--- src/mqd_pkg.sv ---
// Shared types, codes and constants for the MQTT fixed-header deframer.
// Used by mqd_in_stage, mqd_parser and mqtt_packet_deframer; depends on nothing.
`default_nettype none

package mqd_pkg;

  // Largest header plus body that the receive side can hold, in bytes
  localparam int RX_CAPACITY = 512;

  // Width of the decoded remaining length
  localparam int LEN_W = 28;

  // Parser phases
  localparam logic [2:0] PH_HEADER = 3'd0;
  localparam logic [2:0] PH_LENGTH = 3'd1;
  localparam logic [2:0] PH_BODY   = 3'd2;
  localparam logic [2:0] PH_SKIP   = 3'd3;
  localparam logic [2:0] PH_HALT   = 3'd4;

  // Event codes
  localparam logic [2:0] EV_CONNACK  = 3'd0;
  localparam logic [2:0] EV_PINGRESP = 3'd1;
  localparam logic [2:0] EV_PUBLISH  = 3'd2;
  localparam logic [2:0] EV_ACK      = 3'd3;
  localparam logic [2:0] EV_OVERSIZE = 3'd4;
  localparam logic [2:0] EV_PROTO    = 3'd5;

  // Input operations
  localparam logic OP_BYTE    = 1'b0;
  localparam logic OP_RESTART = 1'b1;

  // Packet type nibbles
  localparam logic [3:0] TYPE_CONNACK  = 4'h2;
  localparam logic [3:0] TYPE_PUBLISH  = 4'h3;
  localparam logic [3:0] TYPE_PUBACK   = 4'h4;
  localparam logic [3:0] TYPE_SUBACK   = 4'h9;
  localparam logic [3:0] TYPE_UNSUBACK = 4'hB;
  localparam logic [3:0] TYPE_PINGRESP = 4'hD;

  typedef struct packed {
    logic       op;
    logic [7:0] data_byte;
  } in_item_t;

  typedef struct packed {
    logic [2:0]       event_res;
    logic [3:0]       packet_type;
    logic [3:0]       packet_flags;
    logic [7:0]       connack_code;
    logic [LEN_W-1:0] body_length;
  } out_item_t;

  // Result of one parser step
  typedef struct packed {
    logic      valid;
    out_item_t item;
  } step_res_t;

  // Classify a complete packet that fits the receive buffer
  function automatic logic [2:0] classify_event(input logic [3:0] ptype,
                                                input logic [LEN_W-1:0] len);
    logic [2:0] ev;
    unique case (ptype)
      TYPE_CONNACK:  ev = (len < LEN_W'(2)) ? EV_PROTO : EV_CONNACK;
      TYPE_PINGRESP: ev = EV_PINGRESP;
      TYPE_PUBLISH:  ev = EV_PUBLISH;
      TYPE_PUBACK,
      TYPE_SUBACK,
      TYPE_UNSUBACK: ev = EV_ACK;
      default:       ev = EV_PROTO;
    endcase
    return ev;
  endfunction

endpackage

`default_nettype wire

--- src/mqd_in_stage.sv ---
// Input register of the deframer: holds one accepted word until the parser takes it.
// Depends on mqd_pkg.
`default_nettype none

module mqd_in_stage (
  input  wire logic             clk,
  input  wire logic             rst,
  input  wire logic             in_valid,
  output logic                  in_ready,
  input  wire mqd_pkg::in_item_t in_data,
  input  wire logic             take,
  output logic                  held_valid,
  output mqd_pkg::in_item_t     held_item
);

  // Accept when empty or when the held word leaves this cycle
  assign in_ready = !held_valid || take;

  // Track occupancy
  always_ff @(posedge clk) begin
    if (rst) begin
      held_valid <= 1'b0;
    end else if (in_ready) begin
      held_valid <= in_valid;
    end
  end

  // Load payload
  always_ff @(posedge clk) begin
    if (in_valid && in_ready) begin
      held_item <= in_data;
    end
  end

endmodule

`default_nettype wire

--- src/mqd_parser.sv ---
// Fixed-header parser state and its per-byte next-state logic.
// Depends on mqd_pkg.
`default_nettype none

module mqd_parser (
  input  wire logic              clk,
  input  wire logic              rst,
  input  wire logic              step,
  input  wire mqd_pkg::in_item_t item,
  output mqd_pkg::step_res_t     res,
  output logic [2:0]             phase
);

  localparam int LW = mqd_pkg::LEN_W;
  localparam logic [LW:0] CapLimit = (LW + 1)'(mqd_pkg::RX_CAPACITY);

  logic [7:0]    header_byte;
  logic [LW-1:0] length_accum;
  logic [1:0]    length_byte_count;
  logic [LW-1:0] body_remaining;
  logic [1:0]    body_bytes_seen;
  logic [7:0]    captured_code;

  logic [2:0]    phase_next;
  logic [7:0]    header_byte_next;
  logic [LW-1:0] length_accum_next;
  logic [1:0]    length_byte_count_next;
  logic [LW-1:0] body_remaining_next;
  logic [1:0]    body_bytes_seen_next;
  logic [7:0]    captured_code_next;

  logic [7:0]    b;
  logic [LW-1:0] group;
  logic [LW-1:0] accum_sum;
  logic [LW:0]   total_len;
  logic [LW-1:0] rem_dec;
  logic [2:0]    ev;

  assign b = item.data_byte;

  // Position the 7-bit length group
  always_comb begin
    unique case (length_byte_count)
      2'd0:    group = LW'(b[6:0]);
      2'd1:    group = LW'(b[6:0]) << 7;
      2'd2:    group = LW'(b[6:0]) << 14;
      default: group = LW'(b[6:0]) << 21;
    endcase
  end

  assign accum_sum = length_accum + group;
  assign total_len = (LW + 1)'(accum_sum) + (LW + 1)'(length_byte_count) + (LW + 1)'(2);
  assign rem_dec   = (body_remaining != '0) ? body_remaining - LW'(1) : body_remaining;

  // Next state and result for one byte
  always_comb begin
    phase_next             = phase;
    header_byte_next       = header_byte;
    length_accum_next      = length_accum;
    length_byte_count_next = length_byte_count;
    body_remaining_next    = body_remaining;
    body_bytes_seen_next   = body_bytes_seen;
    captured_code_next     = captured_code;
    ev                     = mqd_pkg::EV_PROTO;
    res.valid              = 1'b0;

    if (item.op == mqd_pkg::OP_RESTART) begin
      phase_next             = mqd_pkg::PH_HEADER;
      header_byte_next       = '0;
      length_accum_next      = '0;
      length_byte_count_next = '0;
      body_remaining_next    = '0;
      body_bytes_seen_next   = '0;
      captured_code_next     = '0;
    end else begin
      unique case (phase)
        mqd_pkg::PH_HEADER: begin
          header_byte_next       = b;
          length_accum_next      = '0;
          length_byte_count_next = '0;
          body_remaining_next    = '0;
          body_bytes_seen_next   = '0;
          captured_code_next     = '0;
          phase_next             = mqd_pkg::PH_LENGTH;
        end
        mqd_pkg::PH_LENGTH: begin
          length_accum_next = accum_sum;
          if (b[7]) begin
            if (length_byte_count == 2'd3) begin
              phase_next = mqd_pkg::PH_HALT;
              ev         = mqd_pkg::EV_PROTO;
              res.valid  = 1'b1;
            end else begin
              length_byte_count_next = length_byte_count + 2'd1;
            end
          end else if (total_len > CapLimit) begin
            body_remaining_next = accum_sum;
            phase_next = (accum_sum != '0) ? mqd_pkg::PH_SKIP : mqd_pkg::PH_HEADER;
            ev         = mqd_pkg::EV_OVERSIZE;
            res.valid  = 1'b1;
          end else if (accum_sum == '0) begin
            ev         = mqd_pkg::classify_event(header_byte[7:4], accum_sum);
            phase_next = (ev == mqd_pkg::EV_PROTO) ? mqd_pkg::PH_HALT : mqd_pkg::PH_HEADER;
            res.valid  = 1'b1;
          end else begin
            body_remaining_next = accum_sum;
            phase_next          = mqd_pkg::PH_BODY;
          end
        end
        mqd_pkg::PH_BODY: begin
          if (body_bytes_seen == 2'd1) begin
            captured_code_next = b;
          end
          if (body_bytes_seen != 2'd2) begin
            body_bytes_seen_next = body_bytes_seen + 2'd1;
          end
          body_remaining_next = rem_dec;
          if (rem_dec == '0) begin
            ev         = mqd_pkg::classify_event(header_byte[7:4], length_accum);
            phase_next = (ev == mqd_pkg::EV_PROTO) ? mqd_pkg::PH_HALT : mqd_pkg::PH_HEADER;
            res.valid  = 1'b1;
          end
        end
        mqd_pkg::PH_SKIP: begin
          body_remaining_next = rem_dec;
          if (rem_dec == '0) begin
            phase_next = mqd_pkg::PH_HEADER;
          end
        end
        default: begin
          // halted: drop bytes until restart
        end
      endcase
    end

    // Build the result word
    res.item.event_res    = ev;
    res.item.packet_type  = header_byte[7:4];
    res.item.packet_flags = header_byte[3:0];
    res.item.connack_code = (ev == mqd_pkg::EV_CONNACK) ? captured_code_next : 8'd0;
    res.item.body_length  = length_accum_next;
  end

  // Control state
  always_ff @(posedge clk) begin
    if (rst) begin
      phase             <= mqd_pkg::PH_HEADER;
      header_byte       <= '0;
      length_accum      <= '0;
      length_byte_count <= '0;
      body_remaining    <= '0;
      body_bytes_seen   <= '0;
      captured_code     <= '0;
    end else if (step) begin
      phase             <= phase_next;
      header_byte       <= header_byte_next;
      length_accum      <= length_accum_next;
      length_byte_count <= length_byte_count_next;
      body_remaining    <= body_remaining_next;
      body_bytes_seen   <= body_bytes_seen_next;
      captured_code     <= captured_code_next;
    end
  end

endmodule

`default_nettype wire

--- src/mqtt_packet_deframer.sv ---
// MQTT fixed-header deframer: input register, parser, result register.
// Depends on mqd_pkg, mqd_in_stage and mqd_parser.
//
// Usage:
//   The in channel (in_valid/in_ready/in_data) carries one word per cycle
//   while in_ready is high; op selects a received stream byte or a parser
//   restart. The out channel (out_valid/out_ready/out_data) carries at most
//   one event per word: connack, pingresp, publish, ignored ack, oversize
//   drop or protocol error. An event passes from the input register through
//   the parser step into the result register. Throughput: one word per cycle
//   while out_ready stays high, set by the combinational parser step
//   between the input and result registers; words that produce no event
//   still take a parser step. When the receiver stalls with an event pending,
//   the input register takes one more word if empty; in_ready then drops
//   until out_ready returns. Reset (rst, synchronous) empties both registers
//   and returns the parser to waiting for a first header byte. After a
//   protocol error every byte is dropped until a restart word arrives.
`default_nettype none

module mqtt_packet_deframer (
  input  wire logic               clk,
  input  wire logic               rst,
  input  wire logic               in_valid,
  output logic                    in_ready,
  input  wire mqd_pkg::in_item_t  in_data,
  output logic                    out_valid,
  input  wire logic               out_ready,
  output mqd_pkg::out_item_t      out_data
);

  logic               held_valid;
  mqd_pkg::in_item_t  held_item;
  logic               advance;
  mqd_pkg::step_res_t res;
  logic [2:0]         phase;

  // Step the parser when the result register has room
  assign advance = held_valid && (!out_valid || out_ready);

  mqd_in_stage u_in_stage (
    .clk        (clk),
    .rst        (rst),
    .in_valid   (in_valid),
    .in_ready   (in_ready),
    .in_data    (in_data),
    .take       (advance),
    .held_valid (held_valid),
    .held_item  (held_item)
  );

  mqd_parser u_parser (
    .clk   (clk),
    .rst   (rst),
    .step  (advance),
    .item  (held_item),
    .res   (res),
    .phase (phase)
  );

  // Result register occupancy
  always_ff @(posedge clk) begin
    if (rst) begin
      out_valid <= 1'b0;
    end else if (advance && res.valid) begin
      out_valid <= 1'b1;
    end else if (out_ready) begin
      out_valid <= 1'b0;
    end
  end

  // Load result payload
  always_ff @(posedge clk) begin
    if (advance && res.valid) begin
      out_data <= res.item;
    end
  end

  // Event codes stay within the defined set
  assert property (@(posedge clk) disable iff (rst)
    out_valid |-> (out_data.event_res <= mqd_pkg::EV_PROTO))
    else $error("event code out of range");

  // Only a connack carries a nonzero code
  assert property (@(posedge clk) disable iff (rst)
    (out_valid && out_data.event_res != mqd_pkg::EV_CONNACK) |->
      (out_data.connack_code == 8'd0))
    else $error("connack code on non-connack event");

  // Oversize events exceed the receive capacity even with the longest, five-byte header
  assert property (@(posedge clk) disable iff (rst)
    (out_valid && out_data.event_res == mqd_pkg::EV_OVERSIZE) |->
      ((29'(out_data.body_length) + 29'd5) > 29'(mqd_pkg::RX_CAPACITY)))
    else $error("oversize event for a packet that fits");

  // Halted parser leaves halt only on restart
  assert property (@(posedge clk) disable iff (rst)
    (phase == mqd_pkg::PH_HALT &&
     !(advance && held_item.op == mqd_pkg::OP_RESTART)) |=>
      (phase == mqd_pkg::PH_HALT))
    else $error("parser left halt without restart");

endmodule

`default_nettype wire

--- config.mk ---
export PLATFORM = sky130hd
export DESIGN_NAME = mqtt_packet_deframer
export DESIGN_NICKNAME = d
export VERILOG_FILES = /design/src/mqd_pkg.sv /design/src/mqd_in_stage.sv /design/src/mqd_parser.sv /design/src/mqtt_packet_deframer.sv
export SDC_FILE = /design/constraint.sdc
export NUM_CORES = 1
export LEC_CHECK = 0
export BUFFER_PORTS_ARGS = -buffer_cell sky130_fd_sc_hd__buf_2
export CAP_MARGIN = 0
export CORE_MARGIN = 2
export CORE_UTILIZATION = 30
export DETAILED_ROUTE_END_ITERATION = 10
export PLACE_DENSITY_LB_ADDON = 0.12
export SYNTH_ARGS = -nofsm -noshare
export SYNTH_HDL_FRONTEND = slang
export SYNTH_HIERARCHICAL = 1
export SYNTH_SLANG_ARGS = --single-unit
--- constraint.sdc ---
create_clock -name clk -period 5.5 [get_ports clk]
set_input_delay 1.65 -clock clk [delete_from_list [all_inputs] [get_ports clk]]
set_output_delay 1.65 -clock clk [all_outputs]
set_load 0.1 [all_outputs]
==> results.cfg, run 1 <==
[status]
status = finished clean

[critical_path]
timing.rr.end = out_data[30]$_DFFE_PP_
rrSetupSlack_ns = 0.22
crit_type = flip-flop to flip-flop
cp-start-kind = flip-flop
critPathRequiredTime_ns = 5.66
arrival_ns = 5.44
endpoint_kind = flip-flop
r2r_cells = 18
reg2reg_from = u_parser/length_byte_count[0]$_SDFFE_PP0P_
critPathMaxFanout = 12

[sta]
tightest_slew_ns = 1.12
max_freq_mhz = 189
period_share = 0.960
setup_violations = 0
finClkSkew_ns = 0.0153
hold_viol_final = 0
relSlewSlack = 0.249
fin_crit_ns = 5.28
rsz0062_at_grt = no
setup_tns_ns = 0
drv_slew = 0
worst_hold_slack_ns = 0.444

[global_route]
antenna_found_initial = 0
grt_use_total = 0.216
grt_max_degree = 70
grt_pass1_wl_mm = 55.4
grt_pass1_vias = 8931
grt_overflow = 0

[pwr]
p_int_mw = 1.95
p_seq_frac = 0.403
peakVddDrop_v = 0.000223
power.density_nw_per_um2 = 234
swShare = 0.280
p_switching_mw = 0.755
p_leak_nw = 4.27
power_frac_clock = 0.475
comb_power_share = 0.122

[clocking]
insertion_delay_ns = 0.45
cts_tree = built
numCtsBuffers = 17
cts_num_sinks = 137
h-tree-depth = 4
cts_root_buf = clkbuf_16
path_clk_slew_ns = 0.07
cts_max_path_buffers = 2

[synthesis]
synthArstFlopShare = 0
ys_seq_elements = 137
ys_types = 95
synth_area_per_cell_um2 = 8.35
yosys_warnings = 6
ys_seq_area_frac = 0.337
ys.flop_type = dfxtp_1
netlist_instances = 1175
syn-num-nets = 1229
synth_area_um2 = 9820
synth-edff-count = 56

[finish]
fillers = 3421
layout_commonest_cell = nor2_1
final_cell_mix = nor2_1, nand2_1, a21oi_1, dfxtp_1, buf_2
num-nets-final = 1294
area_delta_synth_final_pct = 17.4
diodes = 0
drive_gt1_frac = 0.158

[hold_path]
worstHoldEndpoint = out_data[37]$_DFFE_PP_
hold_depth = 0
hold_start = u_parser/header_byte[1]$_SDFFE_PP0P_
hold_path_class = flip-flop to flip-flop

[floorplan]
dieArea_um2 = 34200
core-area_um2 = 32400
die_y_um = 185
start_util = 0.303
chipWidth_um = 185
placementRows = 66
io_pins = 62

[routing]
ant_nets = 0
vias = 9477
firstDrtPassIters = 8
drt_iter0_markers = 660
via_per_inst = 5.59
wl_mm = 37.3
drc = 0
wire_per_inst_um = 22.0

[job]
drv_cap = 0

[place]
hpwl_mm = 27.4
port_buffers = 61
place_congestion = 0.968
## synthesized netlist by cell type, types with 4 or more instances
cell	count	share of area
a211o_1	8	0.0071
a211oi_1	12	0.0092
a21o_1	10	0.0076
a21oi_1	97	0.049
a21oi_2	5	0.0045
a22oi_1	37	0.028
a31oi_1	8	0.0051
a32oi_1	6	0.0054
and2_1	34	0.022
and3_1	7	0.0045
and4_1	12	0.011
buf_1	6	0.0023
buf_2	11	0.0056
buf_4	4	0.0031
buf_6	4	0.0046
clkbuf_1	35	0.013
dfxtp_1	81	0.17
edfxtp_1	56	0.17
ha_1	39	0.050
inv_1	36	0.014
mux2i_1	37	0.038
nand2_1	114	0.044
nand2b_1	7	0.0045
nand3_1	27	0.014
nand4_1	18	0.011
nor2_1	143	0.055
nor2b_1	15	0.0096
nor3_1	31	0.016
nor3b_1	14	0.011
nor4_1	31	0.020
o211ai_1	9	0.0069
o21a_1	6	0.0046
o21ai_0	35	0.018
o21ai_1	7	0.0036
o31a_1	6	0.0054
o31ai_1	4	0.0031
o32ai_1	8	0.0071
o41ai_1	5	0.0045
or2_2	5	0.0032
or3_1	16	0.010
or4_1	5	0.0038
xnor2_1	19	0.017
xor2_1	18	0.016
## cell families after synthesis
logic type,Yosys count,synth area share
flip-flops,137,0.337
AO/OA/AOI/OAI,303,0.210
buffers and inverters,96,0.0427
multiplexers,41,0.0426
XOR/XNOR,38,0.0347
AND/OR/NAND/NOR,519,0.280
adder cells (fa/ha/maj),41,0.0538
## layout make-up
type | instances | area, um^2 | share of cell area
multi-input combinational | 942 | 6160 | 0.535
tap | 442 | 553 | 0.0480
clock inverter | 14 | 210 | 0.0182
timing repair buffer | 106 | 727 | 0.0631
sequential | 137 | 3310 | 0.287
clock buffer | 18 | 429 | 0.0372
inverter | 36 | 135 | 0.0117
## worst max-delay path: stages, from the launching register on
cell       delay, ns
dfxtp_2         0.34
ha_1            0.30
nor2b_1         0.47
and2_1          0.21
ha_1            0.31
a21oi_1         0.18
o21a_1          0.28
a211oi_1        0.33
a21oi_1         0.19
xnor2_1         0.75
nor3_1          0.20
buf_4           0.21
nor2_1          0.16
nor4_2          0.09
a31oi_1         0.30
nand2_2         0.13
nor2b_4         0.19
buf_12          0.15
clkbuf_16       0.17
## how the worst max path moves through the flow
stage	end	startpoint	depth (start not counted)
after floorplan	out_data[0]$_DFFE_PP_	u_parser/length_byte_count[0]$_SDFFE_PP0P_	21
after global placement	out_data[17]$_DFFE_PP_	u_parser/length_byte_count[1]$_SDFFE_PP0P_	22
after detailed placement	out_data[14]$_DFFE_PP_	u_parser/length_byte_count[1]$_SDFFE_PP0P_	22
after CTS	out_data[7]$_DFFE_PP_	u_parser/length_byte_count[1]$_SDFFE_PP0P_	22
after global routing	out_data[42]$_DFFE_PP_	u_parser/length_byte_count[0]$_SDFFE_PP0P_	17
final	out_data[30]$_DFFE_PP_	u_parser/length_byte_count[0]$_SDFFE_PP0P_	18
## metrics by stage
stage | std cells | util | power (mW) | setup WS (ns) | area, um^2
floorplan | 1175 | - | 1.33 | 0.334 | 9820
global placement | 1655 | 0.330 | 1.44 | 0.140 | 10700
detailed placement | 1655 | 0.330 | 1.43 | 0.0316 | 10700
CTS | 1687 | 0.350 | 2.72 | 0.106 | 11300
global route | 1695 | 0.356 | 2.79 | 0.0132 | 11500
finish | 1695 | 0.356 | 2.70 | 0.220 | 11500
## per-layer routing
| metal | track usage | vias up | wire length (um) | part of all wire |
|---|---|---|---|---|
| li1 | - | 4490 | - | - |
| met1 | 0.291 | 4631 | 17300 | 0.46 |
| met2 | 0.350 | 291 | 17300 | 0.46 |
| met3 | 0.0317 | 65 | 1640 | 0.044 |
| met4 | 0.0762 | 0 | 1110 | 0.030 |
| met5 | 0 | - | 0 | 0 |
## power groups by stage
stage                     logic (mW)  clock network (mW)  registers (mW)
after floorplan                0.230                   0            1.10
after global placement         0.324                   0            1.11
after detailed placement       0.322                   0            1.11
after CTS                      0.323                1.31            1.09
after global routing           0.354                1.35            1.09
final                          0.329                1.28            1.09
## repair_timing
| action | 4_1_cts | 5_1_grt |
|---|---|---|
| setup endpoints to repair | 26 | 47 |
| hold buffers | 0 | 0 |
| setup buffers | 0 | 4 |
| cloned | 0 | 4 |
| pin swaps | 0 | 4 |
| gates resized for setup | 1 | 14 |
## state kept, by name, indices dropped and copies added (netlist names)
register                    cells
u_parser/length_byte_count      2
u_parser/header_byte            8
u_parser/captured_code          8
u_in_stage/held_item            9
out_data                       47
u_in_stage/held_valid           1
u_parser/phase                  3
u_parser/body_remaining        28
out_valid                       1
u_parser/body_bytes_seen        2
u_parser/length_accum          28
Power figures use the tool's default switching activity.
==> run 2, diff against run 1 <==
--- a/config.mk
+++ b/config.mk
@@ -10,7 +10,7 @@
 export CORE_MARGIN = 2
 export CORE_UTILIZATION = 30
 export DETAILED_ROUTE_END_ITERATION = 10
-export PLACE_DENSITY_LB_ADDON = 0.12
+export PLACE_DENSITY = 0.45
 export SYNTH_ARGS = -nofsm -noshare
 export SYNTH_HDL_FRONTEND = slang
 export SYNTH_HIERARCHICAL = 1
==> run 2 against run 1 <==
Register-to-register slack improved by 0.19 ns; design area shrank 1.4%; routed wire length down 2.5%; first-iteration DRC count rose by 28%; critical endpoint is now out_data[23]$_DFFE_PP_; highest routed layer unchanged.
==> results.cfg, run 2 (synthesis results as in run 1) <==
[finish]
largest_reg_flops = 47
drive_gt1_frac = 0.153
final_cell_mix = nor2_1, nand2_1, a21oi_1, dfxtp_1, buf_2
layout_commonest_cell = nor2_1
design_area_um2 = 11400
top_register = out_data
final_cell_count_no_fill = 1697
reg.largest.list = out_data (47), u_parser/body_remaining (28), u_parser/length_accum (28)
seq_area_um2 = 3300
diodes = 0
fin_util = 0.351
multi_input_comb_area_um2 = 6110
fillers = 3457
num-nets-final = 1296
area_delta_synth_final_pct = 15.7

[pwr]
p_leak_nw = 4.20
finalPower_mw = 2.55
swShare = 0.292
p_int_mw = 1.81
p_switching_mw = 0.743
power.density_nw_per_um2 = 224
comb_power_share = 0.129
peakVddDrop_v = 0.000189
p_seq_frac = 0.427
power_frac_clock = 0.444

[global_route]
antenna_found_initial = 0
grt_pass1_vias = 9002
grt_use_total = 0.215
grt_overflow = 0
grt_max_degree = 69
grt_pass1_wl_mm = 55.5

[floorplan]
core-area_um2 = 32400
die_y_um = 185
dieArea_um2 = 34200
io_pins = 62
chipWidth_um = 185
start_util = 0.303
placementRows = 66

[place]
place_ws_ns = 0.101
dpl.cell_count = 1664
hpwl_mm = 27.6
dpl_cell_area_um2 = 10800
port_buffers = 61
place_congestion = 0.906

[critical_path]
critPathRequiredTime_ns = 5.62
cp-start-kind = flip-flop
arrival_ns = 5.22
endpoint_kind = flip-flop
reg2reg_from = u_parser/length_byte_count[1]$_SDFFE_PP0P_
slowest_stage = fa_1
crit_chain = inv_1 > ha_1 > and2_1 > ha_1 > inv_1 > fa_1 > ha_1 > inv_1 > ha_1 > inv_1 > fa_1 > nand4b_1 > nor2_1 > nand4_1 > nor4_1 > buf_4 > o41ai_1 > a22oi_1 > nor3_1 > a31oi_2 > nand2_2 > nor2b_4 > buf_12
path_delay_family = adder cells
cp.buffers_inverters = 6
crit_type = flip-flop to flip-flop
startpoint = u_parser/length_byte_count[1]$_SDFFE_PP0P_
critPathMaxFanout = 32
slowest_delay_ns = 0.43

[clocking]
path_clk_slew_ns = 0.06
h-tree-depth = 4
cts_num_sinks = 137
cts_hold_buf = 0
numCtsBuffers = 17
cts_max_path_buffers = 2
cts_tree = built
insertion_delay_ns = 0.44
cts_root_buf = clkbuf_16

[sta]
relSlewSlack = 0.235
worst_hold_slack_ns = 0.429
period_share = 0.926
rsz0062_at_grt = no
worst_slack_ns = 0.407
max_freq_mhz = 196
tightest_slew_ns = 1.14
drv_slew = 0
finClkSkew_ns = 0.0156
setup_violations = 0
fin_crit_ns = 5.09
hold_viol_final = 0
setup_tns_ns = 0

[job]
drv_cap = 0

[routing]
ant_nets = 0
drc = 0
firstDrtPassIters = 5
drt_iter0_markers = 847
via_per_inst = 5.60
wl_mm = 36.3
wire_per_inst_um = 21.4
vias = 9508

[status]
status = finished clean

[hold_path]
hold_start = u_parser/header_byte[2]$_SDFFE_PP0P_
hold_path_class = flip-flop to flip-flop
==> run 2: path summary, 6_finish.rpt <==
kind	slack, ns	endpoint	cells past startpoint
worst min register to register	0.43	out_data[38]$_DFFE_PP_	0
worst max register to register	0.41	out_data[23]$_DFFE_PP_	23
worst max-delay path	0.41	out_data[23]$_DFFE_PP_	23
worst min-delay path	0.43	out_data[38]$_DFFE_PP_	0
==> run 2: routing by layer <==
metal,GRT usage,wire [um]
met3,0.0315,2060
met1,0.295,16500
met2,0.340,16600
met5,0,0
met4,0.0813,1140
==> run 2: layout make-up <==
class                      instances  area share
timing repair buffer             108      0.0601
clock inverter                    14      0.0124
sequential                       137       0.291
clock buffer                      18      0.0378
tap                              442      0.0487
multi-input combinational        942       0.538
inverter                          36      0.0119
==> run 2: timing repair <==
| action | CTS | global route |
|---|---|---|
| setup buffers | 0 | 1 |
| setup endpoints to repair | 0 | 47 |
| gates resized for setup | 0 | 5 |
==> run 2: power by group through the flow <==
stage | combinational, mW | sequential, mW | clock [mW]
global route | 0.358 | 1.09 | 1.20
detailed placement | 0.324 | 1.11 | 0
floorplan | 0.230 | 1.10 | 0
finish | 0.329 | 1.09 | 1.13
CTS | 0.326 | 1.09 | 1.16
global placement | 0.326 | 1.11 | 0
==> run 3, diff against run 2 <==
--- a/config.mk
+++ b/config.mk
@@ -6,7 +6,7 @@
 export NUM_CORES = 1
 export LEC_CHECK = 0
 export BUFFER_PORTS_ARGS = -buffer_cell sky130_fd_sc_hd__buf_2
-export CAP_MARGIN = 0
+export CORE_ASPECT_RATIO = 1.25
 export CORE_MARGIN = 2
 export CORE_UTILIZATION = 30
 export DETAILED_ROUTE_END_ITERATION = 10
==> run 3 against run 2 <==
Design area rose by 0.15%; clock power hardly changed; sequential share of layout area is 0.056 points lower; via count fell by 0.59%; fmax down 2.7%; utilization down 0.084 points; critical endpoint is now out_data[42]$_DFFE_PP_; total power increased by 1.2%; first-iteration DRC count fell by 24%; count of clock-buffer cells in the layout is 1 lower.
==> results.cfg, run 3 (synthesis results as in run 1) <==
[status]
status = finished clean

[clocking]
cts_max_path_buffers = 2
numCtsBuffers = 17
cts_hold_buf = 0
post_cts_buffers = 0
h-tree-depth = 4
cts_root_buf = clkbuf_16
cts_tree = built
path_clk_slew_ns = 0.08
insertion_delay_ns = 0.44
cts_num_sinks = 137

[place]
hpwl_mm = 28.6
place_congestion = 0.938
port_buffers = 61

[critical_path]
crit_type = flip-flop to flip-flop
crit_chain = ha_1 > nor2b_1 > buf_4 > and2_1 > ha_1 > nand3_1 > nor2_1 > nand4_1 > o2111ai_1 > a31oi_1 > xnor2_1 > nand2_1 > o41ai_1 > a22oi_1 > nor3_1 > a31oi_2 > nand2_2 > nor2b_4 > buf_4
arrival_ns = 5.41
slowest_stage = xnor2_1
critPathRequiredTime_ns = 5.67
critPathMaxFanout = 17
slowest_delay_ns = 0.70
cp-start-kind = flip-flop
endpoint_kind = flip-flop

[global_route]
antenna_found_initial = 0
grt_overflow = 0
grt_pass1_wl_mm = 57.5
grt_max_degree = 69
grt_pass1_vias = 9302
grt_use_total = 0.220

[finish]
diodes = 0
reg.largest.list = out_data (47), u_parser/body_remaining (28), u_parser/length_accum (28)
largest_reg_flops = 47
top_register = out_data
layout_commonest_cell = nor2_1
num-nets-final = 1300
drive_gt1_frac = 0.158
area_delta_synth_final_pct = 15.9
final_cell_mix = nor2_1, nand2_1, a21oi_1, dfxtp_1, buf_2

[pwr]
finalPower_mw = 2.58
comb_power_share = 0.127
peakVddDrop_v = 0.000183
p_switching_mw = 0.800
p_seq_frac = 0.422
p_int_mw = 1.78
p_leak_nw = 4.24
power.density_nw_per_um2 = 227
swShare = 0.310
power_frac_clock = 0.451

[sta]
hold_viol_final = 0
period_share = 0.952
drv_slew = 0
setup_tns_ns = 0
finClkSkew_ns = 0.0147
relSlewSlack = 0.248
fin_crit_ns = 5.24
max_freq_mhz = 191
rsz0062_at_grt = no
tightest_slew_ns = 1.13
setup_violations = 0

[routing]
firstDrtPassIters = 5
drt_iter0_markers = 643
wire_per_inst_um = 22.5
drc = 0
ant_nets = 0
via_per_inst = 5.64
wl_mm = 37.8
vias = 9452

[hold_path]
hold_path_class = flip-flop to flip-flop

[floorplan]
placementRows = 74
die_y_um = 206
core-area_um2 = 32500
io_pins = 62
chipWidth_um = 166
dieArea_um2 = 34200
start_util = 0.302

[job]
drv_cap = 0
-- run 3: cell count changes in the layout (fill, tap and decap cells not counted), moves of 2 or more --
cell	delta
buf_4	+4
nor4_2	+2
nor2b_1	+2
inv_8	+7
nor2b_2	-2
nor4_1	-2
-- run 3: routing by layer --
| metal | GRT usage | vias up | part of all wire |
|---|---|---|---|
| li1 | - | 4506 | - |
| met4 | 0.0832 | 0 | 0.032 |
| met2 | 0.398 | 253 | 0.50 |
| met1 | 0.267 | 4630 | 0.43 |
| met5 | 0 | - | 0 |
| met3 | 0.0260 | 63 | 0.038 |
-- run 3: layout make-up --
class	count	area, um^2
fill	3381	21100
multi-input combinational	942	6130
sequential	137	3300
timing repair buffer	112	713
tap	418	523
clock buffer	17	425
clock inverter	15	145
inverter	36	135
-- run 3: final timing paths --
kind                                               from                endpoint  slack (ns)  cells past startpoint
max          u_parser/length_byte_count[1]$_SDFFE_PP0P_  out_data[42]$_DFFE_PP_        0.26                     19
min                u_parser/header_byte[1]$_SDFFE_PP0P_  out_data[37]$_DFFE_PP_        0.44                      0
max reg2reg  u_parser/length_byte_count[1]$_SDFFE_PP0P_  out_data[42]$_DFFE_PP_        0.26                     19
min reg2reg        u_parser/header_byte[1]$_SDFFE_PP0P_  out_data[37]$_DFFE_PP_        0.44                      0
-- run 3: through the flow --
step,hold WS (ns),instance area (um^2),utilization,instances,worst slack (ns)
after floorplan,0.409,9820,-,1175,0.334
after global placement,0.426,10800,0.331,1645,0.164
after detailed placement,0.437,10800,0.331,1645,0.127
after CTS,0.453,11300,0.349,1677,0.0976
after global routing,0.473,11400,0.350,1677,0.0212
final,0.444,11400,0.350,1677,0.264
-- run 3: critical path: cells and delay by family (launching register included) --
| kind | cells | cell delay (ns) |
|---|---|---|
| adders and majority gates | 2 | 0.80 |
| buffers and inverters | 2 | 0.37 |
| and+or+nand+nor | 9 | 1.59 |
| xor gates and xnor gates | 1 | 0.70 |
| DFF | 1 | 0.41 |
| AOI/OAI and AO/OA | 5 | 1.07 |
-- run 3: what timing repair did --
| action | CTS | global route |
|---|---|---|
| endpoints found under the hold margin | 0 | 0 |
| endpoints found under the setup margin | 0 | 47 |
| resized for setup | 0 | 6 |
-- run 3: power groups by stage --
stage | Clock (mW) | Sequential, mW | Combinational [mW]
floorplan | 0 | 1.10 | 0.230
global placement | 0 | 1.11 | 0.327
detailed placement | 0 | 1.11 | 0.325
CTS | 1.18 | 1.09 | 0.326
global route | 1.23 | 1.09 | 0.358
finish | 1.16 | 1.09 | 0.328
